<file path="src/ldu_pkg.sv">
package ldu_pkg;

  localparam int unsigned VAL_W      = 32;
  localparam int unsigned ACC_W      = 64;
  localparam int unsigned IDX_W      = 3;
  localparam int unsigned CFG_IDX_W  = 1;
  localparam int unsigned CFG_DATA_W = 4;

  localparam logic [CFG_IDX_W-1:0] CFG_MATRIX_SIZE = 1'b0;
  localparam logic [CFG_IDX_W-1:0] CFG_LDU_MODE    = 1'b1;

  localparam logic signed [VAL_W-1:0] Q_MAX = 32'sh7fff_ffff;
  localparam logic signed [VAL_W-1:0] Q_MIN = 32'sh8000_0000;
  localparam logic signed [ACC_W-1:0] ACC_MAX = 64'sh7fff_ffff_ffff_ffff;
  localparam logic signed [ACC_W-1:0] ACC_MIN = 64'sh8000_0000_0000_0000;

  typedef struct packed {
    logic                    start;
    logic signed [ACC_W-1:0] num;
    logic signed [VAL_W-1:0] den;
  } div_req_t;

  typedef struct packed {
    logic                    done;
    logic signed [VAL_W-1:0] quot;
  } div_rsp_t;

endpackage

</file>
<file path="src/ldu_div.sv">
module ldu_div (
  input  logic               clk_i,
  input  logic               rst_ni,
  input  ldu_pkg::div_req_t  req_i,
  output ldu_pkg::div_rsp_t  rsp_o
);

  localparam int unsigned CNT_W = $clog2(ldu_pkg::ACC_W);

  logic                          busy_q;
  logic [CNT_W-1:0]              cnt_q;
  logic [ldu_pkg::ACC_W-1:0]     nm_q;
  logic [ldu_pkg::VAL_W-1:0]     dm_q;
  logic [ldu_pkg::VAL_W-1:0]     rem_q;
  logic                          neg_q;
  logic                          num_pos_q;
  logic                          num_neg_q;
  logic                          den_zero_q;
  logic                          done_q;
  logic signed [ldu_pkg::VAL_W-1:0] quot_q;

  logic [ldu_pkg::VAL_W:0]       sh;
  logic                          qbit;
  logic [ldu_pkg::VAL_W-1:0]     rem_d;
  logic [ldu_pkg::ACC_W-1:0]     q_new;
  logic signed [ldu_pkg::VAL_W-1:0] quot_d;

  always_comb begin
    sh    = {rem_q, nm_q[ldu_pkg::ACC_W-1]};
    qbit  = (sh >= {1'b0, dm_q});
    rem_d = qbit ? ldu_pkg::VAL_W'(sh - {1'b0, dm_q}) : sh[ldu_pkg::VAL_W-1:0];
    q_new = {nm_q[ldu_pkg::ACC_W-2:0], qbit};
    if (den_zero_q) begin
      if (num_pos_q) quot_d = ldu_pkg::Q_MAX;
      else if (num_neg_q) quot_d = ldu_pkg::Q_MIN;
      else quot_d = '0;
    end else if (!neg_q) begin
      if (q_new > ldu_pkg::ACC_W'(32'h7fff_ffff)) quot_d = ldu_pkg::Q_MAX;
      else quot_d = q_new[ldu_pkg::VAL_W-1:0];
    end else begin
      if (q_new >= ldu_pkg::ACC_W'(33'h1_0000_0000) >> 1) quot_d = ldu_pkg::Q_MIN;
      else quot_d = ldu_pkg::VAL_W'(-q_new[ldu_pkg::VAL_W-1:0]);
    end
  end

  always_ff @(posedge clk_i or negedge rst_ni) begin
    if (!rst_ni) begin
      busy_q <= 1'b0;
      cnt_q  <= '0;
      done_q <= 1'b0;
    end else begin
      done_q <= 1'b0;
      if (req_i.start) begin
        busy_q <= 1'b1;
        cnt_q  <= '0;
      end else if (busy_q) begin
        cnt_q <= cnt_q + 1'b1;
        if (cnt_q == CNT_W'(ldu_pkg::ACC_W - 1)) begin
          busy_q <= 1'b0;
          done_q <= 1'b1;
        end
      end
    end
  end

  always_ff @(posedge clk_i) begin
    if (req_i.start) begin
      nm_q       <= req_i.num[ldu_pkg::ACC_W-1] ? ldu_pkg::ACC_W'(-req_i.num) : req_i.num;
      dm_q       <= req_i.den[ldu_pkg::VAL_W-1] ? ldu_pkg::VAL_W'(-req_i.den) : req_i.den;
      rem_q      <= '0;
      neg_q      <= req_i.num[ldu_pkg::ACC_W-1] ^ req_i.den[ldu_pkg::VAL_W-1];
      num_pos_q  <= !req_i.num[ldu_pkg::ACC_W-1] && (req_i.num != '0);
      num_neg_q  <= req_i.num[ldu_pkg::ACC_W-1];
      den_zero_q <= (req_i.den == '0);
    end else if (busy_q) begin
      nm_q  <= q_new;
      rem_q <= rem_d;
      if (cnt_q == CNT_W'(ldu_pkg::ACC_W - 1)) quot_q <= quot_d;
    end
  end

  assign rsp_o.done = done_q;
  assign rsp_o.quot = quot_q;

endmodule

</file>
<file path="config.mk">
export PLATFORM = sky130hd
export DESIGN_NAME = ldu_div
export DESIGN_NICKNAME = d
export VERILOG_FILES = /design/src/ldu_pkg.sv /design/src/ldu_div.sv
export SDC_FILE = /design/constraint.sdc
export NUM_CORES = 1
export LEC_CHECK = 0
export ABC_CLOCK_PERIOD_IN_PS = 9350
export BUFFER_PORTS_ARGS = -buffer_cell sky130_fd_sc_hd__buf_2
export CORE_ASPECT_RATIO = 0.9
export CORE_MARGIN = 3
export CORE_UTILIZATION = 60
export DETAILED_ROUTE_END_ITERATION = 8
export PLACE_DENSITY = 0.92
export SLEW_MARGIN = 20
export SYNTH_ARGS = -nofsm -noshare
export SYNTH_HDL_FRONTEND = slang
export SYNTH_SLANG_ARGS = --single-unit
</file>
<file path="constraint.sdc">
create_clock -name clk_i -period 9.35 [get_ports clk_i]
set_input_delay 0.4675 -clock clk_i [delete_from_list [all_inputs] [get_ports clk_i]]
set_output_delay 0.4675 -clock clk_i [all_outputs]
set_load 0.02 [all_outputs]
</file>
After elaboration in Yosys (flattened, before gate mapping)
Index checks and enable logic that the tools add are counted. Widths: inputs -> output; s select.

Register bits after elaboration: 172. Input bits: 99. Output and inout port bits: 33. Logic and storage cells: 48.

$add $sub $neg: 5. Magnitude comparators: 3. Equal/unequal tests: 1. Mux-type cells: 19. Bitwise logic cells: 2. Reductions and logical operators: 6.

Operators with widths (number): $mux 32 (7); $mux 64 (3); $ge 64x32->1 const B (1); $gt 64x31->1 const B (1); $neg 32->32 (2); $neg 64->64 (1); $reduce_bool 64->1 (1); $ge 33x32->1 (1); $logic_not 32->1 (1); $sub 32x32->32 (1); $mux 31 (1); $mux 6 (2); $add 6x1->6 const B (1); $eq 6x6->1 const B (1); $mux 1 (6); $reduce_and 3->1 (1); $reduce_bool 2->1 (1); $logic_and 1x1->1 (1); $logic_not 1->1 (1); $not 1->1 (1); $xor 1x1->1 (1).

Logic depth before layout (Yosys ltp)
Gate-level depths: netlist of run 1.

Word-level depth: 5. Gate-level depth with buffers: 21. Mapped depth without buffers: 18.

Worst setup path after synthesis of run 1
No wires, ideal clock.

Path kind: register to register. Start: register dm_q[16] (netlist name). End: register quot_q[18] (netlist name), data pin. Library setup time: 0.152 ns. Data arrival time: 4.261 ns. Data required time: 9.198 ns. Setup slack: 4.937 ns. Cell stages (with the launch flop): 20. Buffers on the path: 2. Period minus slack after synthesis: 4.413 ns. Path through: edfxtp_1 inv_1 ha_1 clkbuf_1 a21oi_1 o21ai_0 nor3_1 nor3b_1 o311a_1 nand2_1 inv_1 clkbuf_1 ha_1 nor3b_1 nand4_1 or3_1 or4_1 o21ai_0 nand2_1 a31oi_1.

Cells in the longest elaborated chain, start to end: 5. Elaborated cells between the ends (all ways): 8. Classes of those cells: 1 x add/sub; 3 x order compare; 4 x mux.

Ends and longest elaborated chain: from (decl) (RTL line ldu_div.sv:13) `logic [ldu_pkg::VAL_W-1:0] dm_q;`; from (signal assigned) (RTL line ldu_div.sv:69) `dm_q <= req_i.den[ldu_pkg::VAL_W-1] ? ldu_pkg::VAL_W'(-req_i.den) : req_i.den;`; $ge 33x32->1 * (RTL line ldu_div.sv:30) `qbit = (sh >= {1'b0, dm_q});`; $gt 64x31->1, or another cell as far along (RTL line ldu_div.sv:38) `if (q_new > ldu_pkg::ACC_W'(32'h7fff_ffff)) quot_d = ldu_pkg::Q_MAX;`; $mux 32 (on tied branches) (RTL line ldu_div.sv:38, ldu_div.sv:41); $mux 32 * (RTL line ldu_div.sv:37) `end else if (!neg_q) begin`; $mux 32 * (RTL line ldu_div.sv:33) `if (den_zero_q) begin`; named net quot_d (one bit) (RTL line ldu_div.sv:26) `logic signed [ldu_pkg::VAL_W-1:0] quot_d;`; to (signal assigned) (RTL line ldu_div.sv:78) `if (cnt_q == CNT_W'(ldu_pkg::ACC_W - 1)) quot_q <= quot_d;`; to (decl) (RTL line ldu_div.sv:20) `logic signed [ldu_pkg::VAL_W-1:0] quot_q;`.

Mark *: on every way through the listed nets, which the timed path passes. The rest lies on a longest branch. A chain may end at the register's enable or synchronous reset.

Worst setup path after layout of run 1
Start: register dm_q[16] (netlist name). End: register quot_q[24] (netlist name), data pin.

Same word-level chain as after synthesis.

==> results of run 1 <==
[worst max-delay path by stage]
stage                     slack [ns]         end  cells past startpoint
after global placement          3.52  quot_q[24]                     17
after detailed placement        3.22  quot_q[24]                     17
after floorplan                 4.94  quot_q[18]                     19
after CTS                       3.15  quot_q[24]                     17
after global routing            2.52  quot_q[24]                     17
final                           2.90  quot_q[24]                     17
[cell type report]
class | count | area (µm²) | area share, %
Clock buffer | 18 | 429.2 | 3.305
Clock inverter | 14 | 191.4 | 1.474
Inverter | 51 | 191.4 | 1.474
Multi-Input combinational cell | 1024 | 6305 | 48.55
Sequential cell | 172 | 4805 | 37.00
Tap cell | 245 | 306.5 | 2.361
Timing Repair Buffer | 143 | 757.0 | 5.830
[per-layer routing]
layer  up-vias  part of all wire, %  global-route usage (%)
met1      5050                   41                   38.50
li1       5040                    -                       -
met2       656                   46                   44.40
met4         0                  2.8                   9.550
met5         -                    0                       0
met3        88                   10                   5.491
[Yosys cell counts (3+ instances only)]
| cell type | instances | area share [%] |
|---|---|---|
| a311o_1 | 3 | 0.26 |
| a32oi_1 | 6 | 0.45 |
| or3_4 | 3 | 0.29 |
| o311a_1 | 4 | 0.34 |
| a31oi_1 | 15 | 0.81 |
| clkbuf_8 | 4 | 0.47 |
| buf_1 | 3 | 0.097 |
| clkbuf_1 | 60 | 1.9 |
| or4_1 | 13 | 0.84 |
| nor3_1 | 38 | 1.6 |
| or3_1 | 26 | 1.4 |
| dfrtp_1 | 8 | 1.7 |
| nor4_1 | 26 | 1.4 |
| o311ai_0 | 5 | 0.38 |
| nor2b_1 | 5 | 0.27 |
| xor2_1 | 78 | 5.9 |
| and2_1 | 3 | 0.16 |
| xnor2_1 | 44 | 3.3 |
| o41ai_1 | 8 | 0.60 |
| a211oi_1 | 6 | 0.39 |
| edfxtp_1 | 132 | 34 |
| nand4b_1 | 6 | 0.45 |
| o211ai_1 | 9 | 0.58 |
| nand3_1 | 29 | 1.3 |
| mux2i_1 | 7 | 0.60 |
| and3_1 | 5 | 0.27 |
| nand4_1 | 12 | 0.65 |
| dfxtp_1 | 32 | 5.5 |
| ha_1 | 36 | 3.9 |
| o21bai_1 | 3 | 0.19 |
| a311oi_1 | 17 | 1.3 |
| o21a_1 | 3 | 0.19 |
| o31ai_2 | 3 | 0.32 |
| nand2b_1 | 11 | 0.59 |
| o31ai_1 | 41 | 2.7 |
| a21o_1 | 12 | 0.78 |
| inv_1 | 50 | 1.6 |
| o21ai_0 | 93 | 4.0 |
| or2_2 | 6 | 0.32 |
| a21oi_1 | 119 | 5.1 |
| nor2_1 | 153 | 4.9 |
| nor3b_1 | 4 | 0.26 |
| or3_2 | 4 | 0.26 |
| nand2_1 | 133 | 4.3 |
[critical path: cells and delay by family, from the launching register on]
| kind | cells | cell delay, ns |
|---|---|---|
| adder cells (fa/ha/maj) | 2 | 0.76 |
| flip-flops | 1 | 0.35 |
| buffers and inverters | 2 | 1.21 |
| AO/OA/AOI/OAI | 5 | 1.08 |
| AND/OR/NAND/NOR | 8 | 2.77 |
[repair_timing]
action,CTS,global route
hold buffers,1,0
endpoints found under the hold margin,8,0
setup endpoints to repair,0,0
[per-stage QoR]
| stage | instances | util [%] | hold slack [ns] | area (µm²) | total power (µW) |
|---|---|---|---|---|---|
| global route | 1667 | 69.44 | 0.2576 | 12990 | 2739 |
| finish | 1667 | 69.44 | 0.2672 | 12990 | 2610 |
| floorplan | 1317 | - | 0.1719 | 11610 | 1614 |
| detailed placement | 1634 | 66.02 | 0.3208 | 12350 | 1832 |
| global placement | 1634 | 66.02 | 0.3180 | 12350 | 1801 |
| CTS | 1667 | 69.40 | 0.2515 | 12980 | 2586 |
[state kept, by name, indices dropped and copies added, names as in the netlist]
name and cells:
den_zero_q 1, nm_q 64, cnt_q 6, quot_q 32, rem_q 32, dm_q 32, num_pos_q 1, done_q 1
num_neg_q 1, busy_q 1, neg_q 1
[power breakdown]
part           internal [µW]  switching [µW]
clock network            448             305
registers                938            92.7
logic                    313             514
total                   1700             911
[cell families after synthesis]
| logic type | share of synthesized area, % |
|---|---|
| AND/OR/NAND/NOR | 20.29 |
| AO/OA/AOI/OAI | 19.86 |
| flip-flops | 41.38 |
| XOR/XNOR | 9.203 |
| buffers and inverters | 4.418 |
| adder cells (fa/ha/maj) | 4.052 |
| multiplexers | 0.7974 |
==> reports/results.tsv, run 1 <==
stage	metric	value	unit
synthesis	Mapped Cells	1317	
synthesis	Synthesized Nets	1453	
detailed_routing	First-pass DRT Iterations	6	
timing	Final Setup Violations	0	
placed_design	post-DP HPWL	21.21	mm
placed_design	dpl ws	3.218	ns
timing	RSZ-0062 raised after global routing	false	
detailed_routing	total number of vias	10830	
min_path	hold_sp	req_i[0]	
grt	GRT Overall Usage	27.84	%
min_path	Hold Path Class	in -> reg	
synthesis	sequential-to-total area share from yosys stat	41.38	%
final_layout	most frequent cells in the layout	nor2_1, nand2_1, edfxtp_1	
critical_path	RR Endpoint	quot_q[24]	
critical_path	Worst EP arrival	6.62	ns
timing	Final Max Tran Viols	0	
final_layout	Area Growth Syn to Fin	11.83	%
synthesis	syn_area_per_cell	8.816	µm²
clocking	clock buffer depth	2	
floorplan	chip height	138.0	µm
min_path	WHS Endpoint	dm_q[0]	
detailed_routing	drc violations	0	
grt	vias in the first global route	9784	
grt	GRT overflow	0	
grt	initial antenna violation count	0	
critical_path	Slowest cell on crit path	inv_1	
timing	max_slew headroom	23.32	%
job	max_cap viols	0	
timing	final worst setup slack	2.899	ns
critical_path	worst endpoint required time	9.52	ns
status	status	finished clean	
synthesis	Top FF cell, synth	edfxtp_1	
final_layout	final-layout fill cell count	1433	
placed_design	gpl congestion	0.9176	
power	Worst VDD drop	180.9	µV
clocking	setup bufs post-CTS	0	
clocking	clk_lat worst skew	0.44	ns
critical_path	Max FO, Critical Path	30	
final_layout	Antenna Cells	0	
floorplan	Core ar.	18700	µm²
timing	Clock Skew	0.008729	ns
timing	total negative setup slack	0	ns
synthesis	flops & latches, synth	172	
power	PwrDens	201.0	nW/µm²
critical_path	CP Cell Sequence	inv_1 > ha_1 > a21oi_1 > o21ai_0 > nor3_1 > nor3b_1 > o311a_1 > nand2_1 > inv_1 > ha_1 > nor3b_1 > nand4_1 > or4_1 > nor3_1 > nor2_1 > o21ai_0 > a21oi_1	
floorplan	die area	21060	µm²
grt	first-pass GRT wire length	48.15	mm
critical_path	Setup crit start	dm_q[16]	
critical_path	worst-case reg-to-reg path depth	17	
clocking	cts bufs inserted	17	
critical_path	RR Startpoint	dm_q[16]	
detailed_routing	Routed WL	29.99	mm
clocking	CTS H-tree depth	4	
clocking	CTS Sinks	172	
placed_design	I/O Buffers	131	
critical_path	CP Class	reg -> reg	
detailed_routing	post-route ant nets	0	
min_path	Worst Hold Depth	1	
synthesis	synthesized area	11610	µm²
timing	Final Hold Fails	0	
clocking	clock root cell	clkbuf_16	
floorplan	Rows	47	
final_layout	Layout Nets	1545	
timing	final critical-path share of the clock period	69.00	%
floorplan	Starting Density	62.09	%
floorplan	# IOs	132	
detailed_routing	WL/cell	17.99	µm
synthesis	ys async rst share	4.651	%
critical_path	Setup crit start kind	flop	
clocking	CTS clk-pin slew, worst paths	0.07	ns
detailed_routing	Vias/cell	6.499	
timing	Worst-Margin Slew	1.149	ns
critical_path	FF-to-FF setup slack	2.90	ns
power	Static Leak	0.004943	µW
detailed_routing	DR iter-0 viols	1194	
critical_path	crit-path max cell delay	1.15	ns
clocking	CTS tree	done	
synthesis	Post-synth EDFFs	132	
floorplan	Die Width	152.6	µm
grt	largest net degree at the start of global routing	104	
clocking	cts repair resizes	0	
critical_path	crit end category	flop	
synthesis	Ys Warns	0	
timing	min Tclk post-route	6.451	ns
final_layout	commonest non-fill, non-tap cell in the layout	nor2_1	
final_layout	fraction of layout cells with a size suffix above 1	14.06	%
synthesis	distinct cell type count after synthesis	75	
timing	Peak Freq	155.0	MHz
(Power assumes the default switching activity.)
==> run 2: changes to the inputs <==
- ABC_AREA: not set -> 1
- ABC_CLOCK_PERIOD_IN_PS: 9350 -> 6300
- PLACE_DENSITY: 0.92 -> 0.91
- clock period: 9.35 -> 6.3 ns (I/O delays scaled with it)
==> run 2 against run 1 <==
- sequential power rose by 50%
- combinational power is 110% higher
- clock power up 36%
- maximum frequency up 52%
- synthesized area grew 10%
- non-clock buffer count fell by 3
- critical path type unchanged
- largest power group is now combinational logic
==> reports/results.tsv, run 2 <==
stage	metric	value	unit	change
status	status	finished clean		
synthesis	Synthesized Nets	1899		+31%
final_layout	final-layout fill cell count	1806		+26%
floorplan	Die Width	160.1	µm	+4.9%
final_layout	fraction of layout cells with a size suffix above 1	12.50	%	-1.6 points
clocking	clk_lat worst skew	0.44	ns	about the same
grt	GRT overflow	0		unchanged
clocking	setup bufs post-CTS	0		unchanged
final_layout	Layout Nets	2003		+30%
final_layout	post-layout util	68.03	%	-1.4 points
detailed_routing	total number of vias	12540		+16%
floorplan	Rows	50		+6.4%
synthesis	Mapped Cells	1763		+34%
critical_path	worst endpoint required time	6.48	ns	-3.04 ns
synthesis	count leader, synth	nand2_1		
critical_path	Worst EP arrival	4.42	ns	-2.20 ns
detailed_routing	Routed WL	36.34	mm	+21%
power	PwrDens	304.3	nW/µm²	+51%
synthesis	flops & latches, synth	172		unchanged
placed_design	post-DP HPWL	27.49	mm	+30%
critical_path	Setup crit start kind	flop		
clocking	CTS H-tree depth	4		unchanged
floorplan	Starting Density	61.37	%	-0.72 points
clocking	cts bufs inserted	17		unchanged
synthesis	syn_area_per_cell	7.273	µm²	-18%
floorplan	die area	23160	µm²	+10%
detailed_routing	drc violations	0		unchanged
critical_path	CP Class	reg -> reg		
detailed_routing	DR top layer	met4		
detailed_routing	post-route ant nets	0		unchanged
synthesis	Simple-Gate Fraction of Synth Area	32.35	%	+12 points
grt	largest net degree at the start of global routing	93		-11%
timing	Clock Skew	0.01237	ns	+0.003645 ns
power	Worst VDD drop	214.8	µV	+19%
timing	total negative setup slack	0	ns	unchanged
timing	Final Max Tran Viols	0		unchanged
critical_path	Max FO, Critical Path	56		+87%
synthesis	Top FF cell, synth	edfxtp_1		
timing	final critical-path share of the clock period	67.23	%	-1.8 points
synthesis	sequential-to-total area share from yosys stat	37.47	%	-3.9 points
timing	max_slew headroom	27.69	%	+4.4 points
synthesis	Post-Synth Adder-Cell Area	3.669	%	-0.38 points
final_layout	max reg flops	64		unchanged
grt	GRT Overall Usage	31.02	%	+3.2 points
synthesis	largest family of logic cells by synthesized area	simple AND/OR/NAND/NOR gates		
synthesis	Ys Warns	0		unchanged
detailed_routing	Vias/cell	5.780		-11%
critical_path	crit end category	flop		
detailed_routing	Met1 Wirelength	16.39	mm	+34%
synthesis	post-synthesis compound-gate area fraction	11.02	%	-8.8 points
synthesis	Post-synth EDFFs	132		unchanged
timing	Final Setup Violations	0		unchanged
clocking	CTS clk-pin slew, worst paths	0.07	ns	about the same
detailed_routing	First-pass DRT Iterations	6		unchanged
clocking	clock buffer depth	2		unchanged
placed_design	I/O Buffers	131		unchanged
synthesis	top cells by area, synth	edfxtp_1, nand2_1, nor2_1		
min_path	Hold Path Class	in -> reg		
synthesis	top cell type's share of synthesized area	30.91	%	-3.2 points
synthesis	ys async rst share	4.651	%	unchanged
detailed_routing	DR iter-0 viols	1429		+20%
timing	Worst-Margin Slew	1.085	ns	-0.06431 ns
final_layout	commonest non-fill, non-tap cell in the layout	nand2_1		
clocking	CTS tree	done		
grt	first-pass GRT wire length	57.82	mm	+20%
detailed_routing	routed wl met3	3.267	mm	+6.1%
timing	Peak Freq	236.1	MHz	+52%
job	max_cap viols	0		unchanged
final_layout	Area Growth Syn to Fin	10.86	%	
floorplan	# IOs	132		unchanged
synthesis	post-synthesis xor/xnor area fraction	7.240	%	-2.0 points
floorplan	chip height	144.7	µm	+4.9%
final_layout	most frequent cells in the layout	nand2_1, nor2_1, inv_1		
timing	Final Hold Fails	0		unchanged
synthesis	Synth area leader	edfxtp_1		
synthesis	post-synthesis mux area share	0	%	-0.80 points
synthesis	distinct cell type count after synthesis	60		-20%
final_layout	register with the most flip-flops	nm_q		
detailed_routing	met2 WL	15.85	mm	+14%
detailed_routing	WL/cell	16.75	µm	-6.9%
clocking	CTS Sinks	172		unchanged
synthesis	synthesized area	12820	µm²	+10%
synthesis	top cells by instance count after synthesis	nand2_1, nor2_1, inv_1, edfxtp_1, nand3_1		
grt	initial antenna violation count	2		+2
floorplan	Core ar.	20900	µm²	+12%
timing	RSZ-0062 raised after global routing	false		
grt	vias in the first global route	11600		+19%
power	Static Leak	0.006266	µW	+27%
timing	min Tclk post-route	4.235	ns	-2.216 ns
clocking	clock root cell	clkbuf_16		
placed_design	gpl congestion	0.9756		+6.3%
run 2: final timing paths:
kind	endpoint	start	cells past startpoint	slack [ns]
worst max-delay path	quot_q[24]	dm_q[16]	23	2.06
worst min-delay path	dm_q[0]	req_i[0]	1	0.07
worst max register to register	quot_q[24]	dm_q[16]	23	2.06
worst min register to register	rem_q[21]	rem_q[21]	2	0.47
max in group asynchronous	busy_q	rst_ni	2	5.80
min in group asynchronous	cnt_q[0]	rst_ni	2	0.31
run 2: layout make-up:
cell class / count / area, µm² / share of cell area [%]
Antenna cell: 3 / 7.507 / 0.05281
Clock buffer: 19 / 432.9 / 3.046
Clock inverter: 13 / 116.4 / 0.8186
Timing Repair Buffer: 140 / 725.7 / 5.105
Multi-Input combinational cell: 1322 / 6967 / 49.01
Tap cell: 286 / 357.8 / 2.517
Inverter: 214 / 803.3 / 5.651
Sequential cell: 172 / 4805 / 33.80
run 2: cells by family (layout without fill, tap and decap cells):
group | after synthesis | after routing
AND/OR/NAND/NOR | 938 | 938
flip-flops | 172 | 172
AO/OA/AOI/OAI | 241 | 241
XOR/XNOR | 106 | 106
adder cells (fa/ha/maj) | 37 | 37
other | 0 | 3
buffers and inverters | 269 | 386
run 2: power by group:
group / leakage [µW] / total (µW) / internal [µW] / switching [µW]
logic: 0.00431 / 1760 / 617 / 1140
clock network: 0.000255 / 1020 / 545 / 470
registers: 0.00170 / 1550 / 1410 / 137
total: 0.00627 / 4330 / 2580 / 1750
run 2: metrics by stage:
step           instance area, µm²  setup WS [ns]  hold WS [ns]  std cells  total power (µW)
5_1_grt                     14210          1.673       0.06506       2168              4617
3_3_place_gp                13650          2.331        0.1661       2133              3239
2_1_floorplan               12820          2.893       0.01941       1763              2881
3_5_place_dp                13650          2.147        0.1739       2133              3284
6_report                    14210          2.065       0.07152       2169              4325
4_1_cts                     14200          2.125       0.06305       2166              4291
run 2: worst max-delay path: stages, from the launching register on:
cell	delay, ns
edfxtp_1	0.32
inv_1	0.04
ha_1	0.36
a21oi_1	0.28
nand2_1	0.15
nor2_1	0.15
nand3_2	0.16
nand2_2	0.15
nand2_4	0.34
inv_2	0.40
ha_1	0.25
nand2_1	0.09
nor2_2	0.19
nand2_1	0.13
inv_1	0.09
nand2_1	0.08
nor2_1	0.18
nand2_1	0.10
nor2_1	0.18
nand3_1	0.09
nand2_1	0.08
xor2_1	0.06
nand2_1	0.06
nand2_1	0.05
run 2: layer usage:
layer  GRT usage, %  up-vias
li1               -     6047
met1          45.77     5761
met2          47.22      664
met3          4.781       65
met4          10.00        0
met5              0        -
run 2: repair_timing:
action                    4_1_cts  5_1_grt
hold buffers                    1        0
resized for setup               0        0
hold endpoints to repair        8        0
==> run 3: changes to the inputs <==
- ABC_CLOCK_PERIOD_IN_PS: 6300 -> 4100
- clock period: 6.3 -> 4.1 ns (I/O delays scaled with it)
==> run 3 against run 2 <==
- cell count up 0.28%
- total power up 56%
- flip-flop and latch count unchanged
- clock power up 59%
- clock skew down 0.0034 ns
- highest routed layer unchanged
==> reports/results.tsv, run 3 (same netlist as run 2, synthesis figures left out) <==
stage	metric	value	unit	change
status	status	finished clean		
final_layout	fraction of layout cells with a size suffix above 1	12.67	%	+0.17 points
placed_design	gpl congestion	1.019		+4.4%
timing	Final Setup Violations	0		unchanged
critical_path	Max FO, Critical Path	5		-91%
critical_path	RR Endpoint	quot_q[24]		
min_path	Hold Path Class	in -> reg		
final_layout	max reg flops	64		unchanged
detailed_routing	DR iter-0 viols	1433		+0.28%
floorplan	chip height	144.7	µm	unchanged
critical_path	CP Class	reg -> reg		
grt	largest net degree at the start of global routing	73		-22%
grt	GRT Overall Usage	31.11	%	+0.092 points
detailed_routing	drc violations	0		unchanged
critical_path	Worst EP arrival	3.76	ns	-0.66 ns
critical_path	FF-to-FF setup slack	0.52	ns	-1.55 ns
critical_path	end of the critical path	quot_q[24]		
power	Design Power	6727	µW	+56%
placed_design	I/O Buffers	131		unchanged
critical_path	Setup crit start kind	flop		
placed_design	post-DP HPWL	27.12	mm	-1.3%
job	max_cap viols	0		unchanged
floorplan	Die Width	160.1	µm	unchanged
clocking	cts bufs inserted	17		unchanged
floorplan	Core ar.	20900	µm²	unchanged
clocking	clock root cell	clkbuf_16		
timing	RSZ-0062 raised after global routing	false		
detailed_routing	WL/cell	16.68	µm	-0.47%
grt	vias in the first global route	11780		+1.6%
final_layout	Layout Nets	2009		+0.30%
clocking	clk_lat worst skew	0.44	ns	about the same
timing	final worst setup slack	0.5197	ns	-1.545 ns
clocking	clock buffer depth	2		unchanged
detailed_routing	First-pass DRT Iterations	6		unchanged
final_layout	Area Growth Syn to Fin	11.40	%	
floorplan	# IOs	132		unchanged
detailed_routing	Routed WL	36.27	mm	-0.19%
timing	Peak Freq	279.3	MHz	+18%
timing	Final Max Tran Viols	0		unchanged
grt	initial antenna violation count	1		-1
detailed_routing	Vias/cell	5.810		+0.51%
critical_path	Setup crit start	dm_q[12]		
critical_path	crit end category	flop		
placed_design	dpl ws	0.6964	ns	-1.450 ns
detailed_routing	total number of vias	12640		+0.79%
timing	Clock Skew	0.009018	ns	-0.003355 ns
final_layout	commonest non-fill, non-tap cell in the layout	nand2_1		
timing	final critical-path share of the clock period	87.33	%	+20 points
critical_path	worst-case reg-to-reg path depth	23		unchanged
floorplan	die area	23160	µm²	unchanged
timing	worst hold slack	0.07420	ns	+0.002680 ns
floorplan	Starting Density	61.37	%	unchanged
timing	Worst-Margin Slew	0.9522	ns	-0.1324 ns
clocking	CTS clk-pin slew, worst paths	0.07	ns	about the same
detailed_routing	post-route ant nets	0		unchanged
critical_path	RR Startpoint	dm_q[12]		
timing	min Tclk post-route	3.580	ns	-0.6550 ns
clocking	CTS Sinks	172		unchanged
power	PwrDens	471.0	nW/µm²	+55%
timing	total negative setup slack	0	ns	unchanged
floorplan	Rows	50		unchanged
timing	max_slew headroom	36.45	%	+8.8 points
power	Static Leak	0.006307	µW	+0.65%
grt	GRT overflow	0		unchanged
timing	Final Hold Fails	0		unchanged
final_layout	register with the most flip-flops	nm_q		
final_layout	most frequent cells in the layout	nand2_1, nor2_1, inv_1		
power	Worst VDD drop	457.2	µV	+110%
grt	first-pass GRT wire length	58.28	mm	+0.79%
critical_path	worst endpoint required time	4.28	ns	-2.20 ns
clocking	CTS H-tree depth	4		unchanged
clocking	CTS tree	done		
[run 3: changes by cell type in the layout (fill, tap and decap cells not counted), sizes merged]
cell and change:
clkinvlp -1, dlygate4sd3 +1, clkbuf -2, clkinv +1, bufinv +1, buf +5, inv +1
[run 3: area by class of cell]
cell class / count / area (µm²)
clock buffer: 17 / 425.4
fill: 1798 / 6611
antenna: 3 / 7.507
timing repair buffer: 146 / 773.2
sequential: 172 / 4805
clock inverter: 15 / 145.1
inverter: 214 / 803.3
tap: 286 / 357.8
multi-input combinational: 1322 / 6967
[run 3: how the worst min path moves through the flow]
stage	start	end	slack, ns	cells past startpoint
after CTS	req_i[11]	dm_q[11]	0.07	2
final	req_i[11]	dm_q[11]	0.07	2
after floorplan	rst_ni	busy_q	-0.09	0
after global routing	req_i[11]	dm_q[11]	0.08	2
after global placement	rst_ni	cnt_q[1]	0.06	1
after detailed placement	rst_ni	busy_q	0.06	1
[run 3: routing by layer]
metal / up-vias / part of all wire (%) / track usage, %
met3: 85 / 9.6 / 5.151
met5: - / 0 / 0
li1: 6060 / - / -
met2: 686 / 45 / 49.87
met1: 5805 / 43 / 44.16
met4: 0 / 2.1 / 8.767
[run 3: timing repair]
action / in CTS / in global routing
hold buffers: 2 / 0
gates resized for setup: 0 / 0
hold endpoints to repair: 9 / 0
buffers inserted: 0 / 0
[run 3: where the power goes]
part / internal [µW] / total [µW] / switching (µW) / leakage, µW
logic: 966 / 2720 / 1760 / 0.00434
clock network: 895 / 1620 / 720 / 0.000268
registers: 2170 / 2390 / 216 / 0.00170
[run 3: through the flow]
step	cells	util, %	area [µm²]
2_1_floorplan	1763	-	12820
3_3_place_gp	2138	65.49	13680
3_5_place_dp	2138	65.50	13690
4_1_cts	2172	68.32	14280
5_1_grt	2173	68.34	14280
6_report	2175	68.36	14280
[run 3: worst max-delay path: stages, from the launching register on]
cell	delay, ns
edfxtp_1	0.33
inv_1	0.05
ha_1	0.34
a21oi_1	0.31
a21oi_2	0.10
nor2_1	0.18
nand3_2	0.18
nand2_2	0.16
nand2_4	0.06
inv_2	0.05
ha_1	0.17
nand2_1	0.09
nor2_2	0.17
nand2_1	0.13
inv_1	0.09
nand2_1	0.08
nor2_1	0.17
nand2_1	0.10
nor2_1	0.19
nand3_1	0.09
nand2_1	0.08
xor2_1	0.07
nand2_1	0.06
nand2_1	0.06
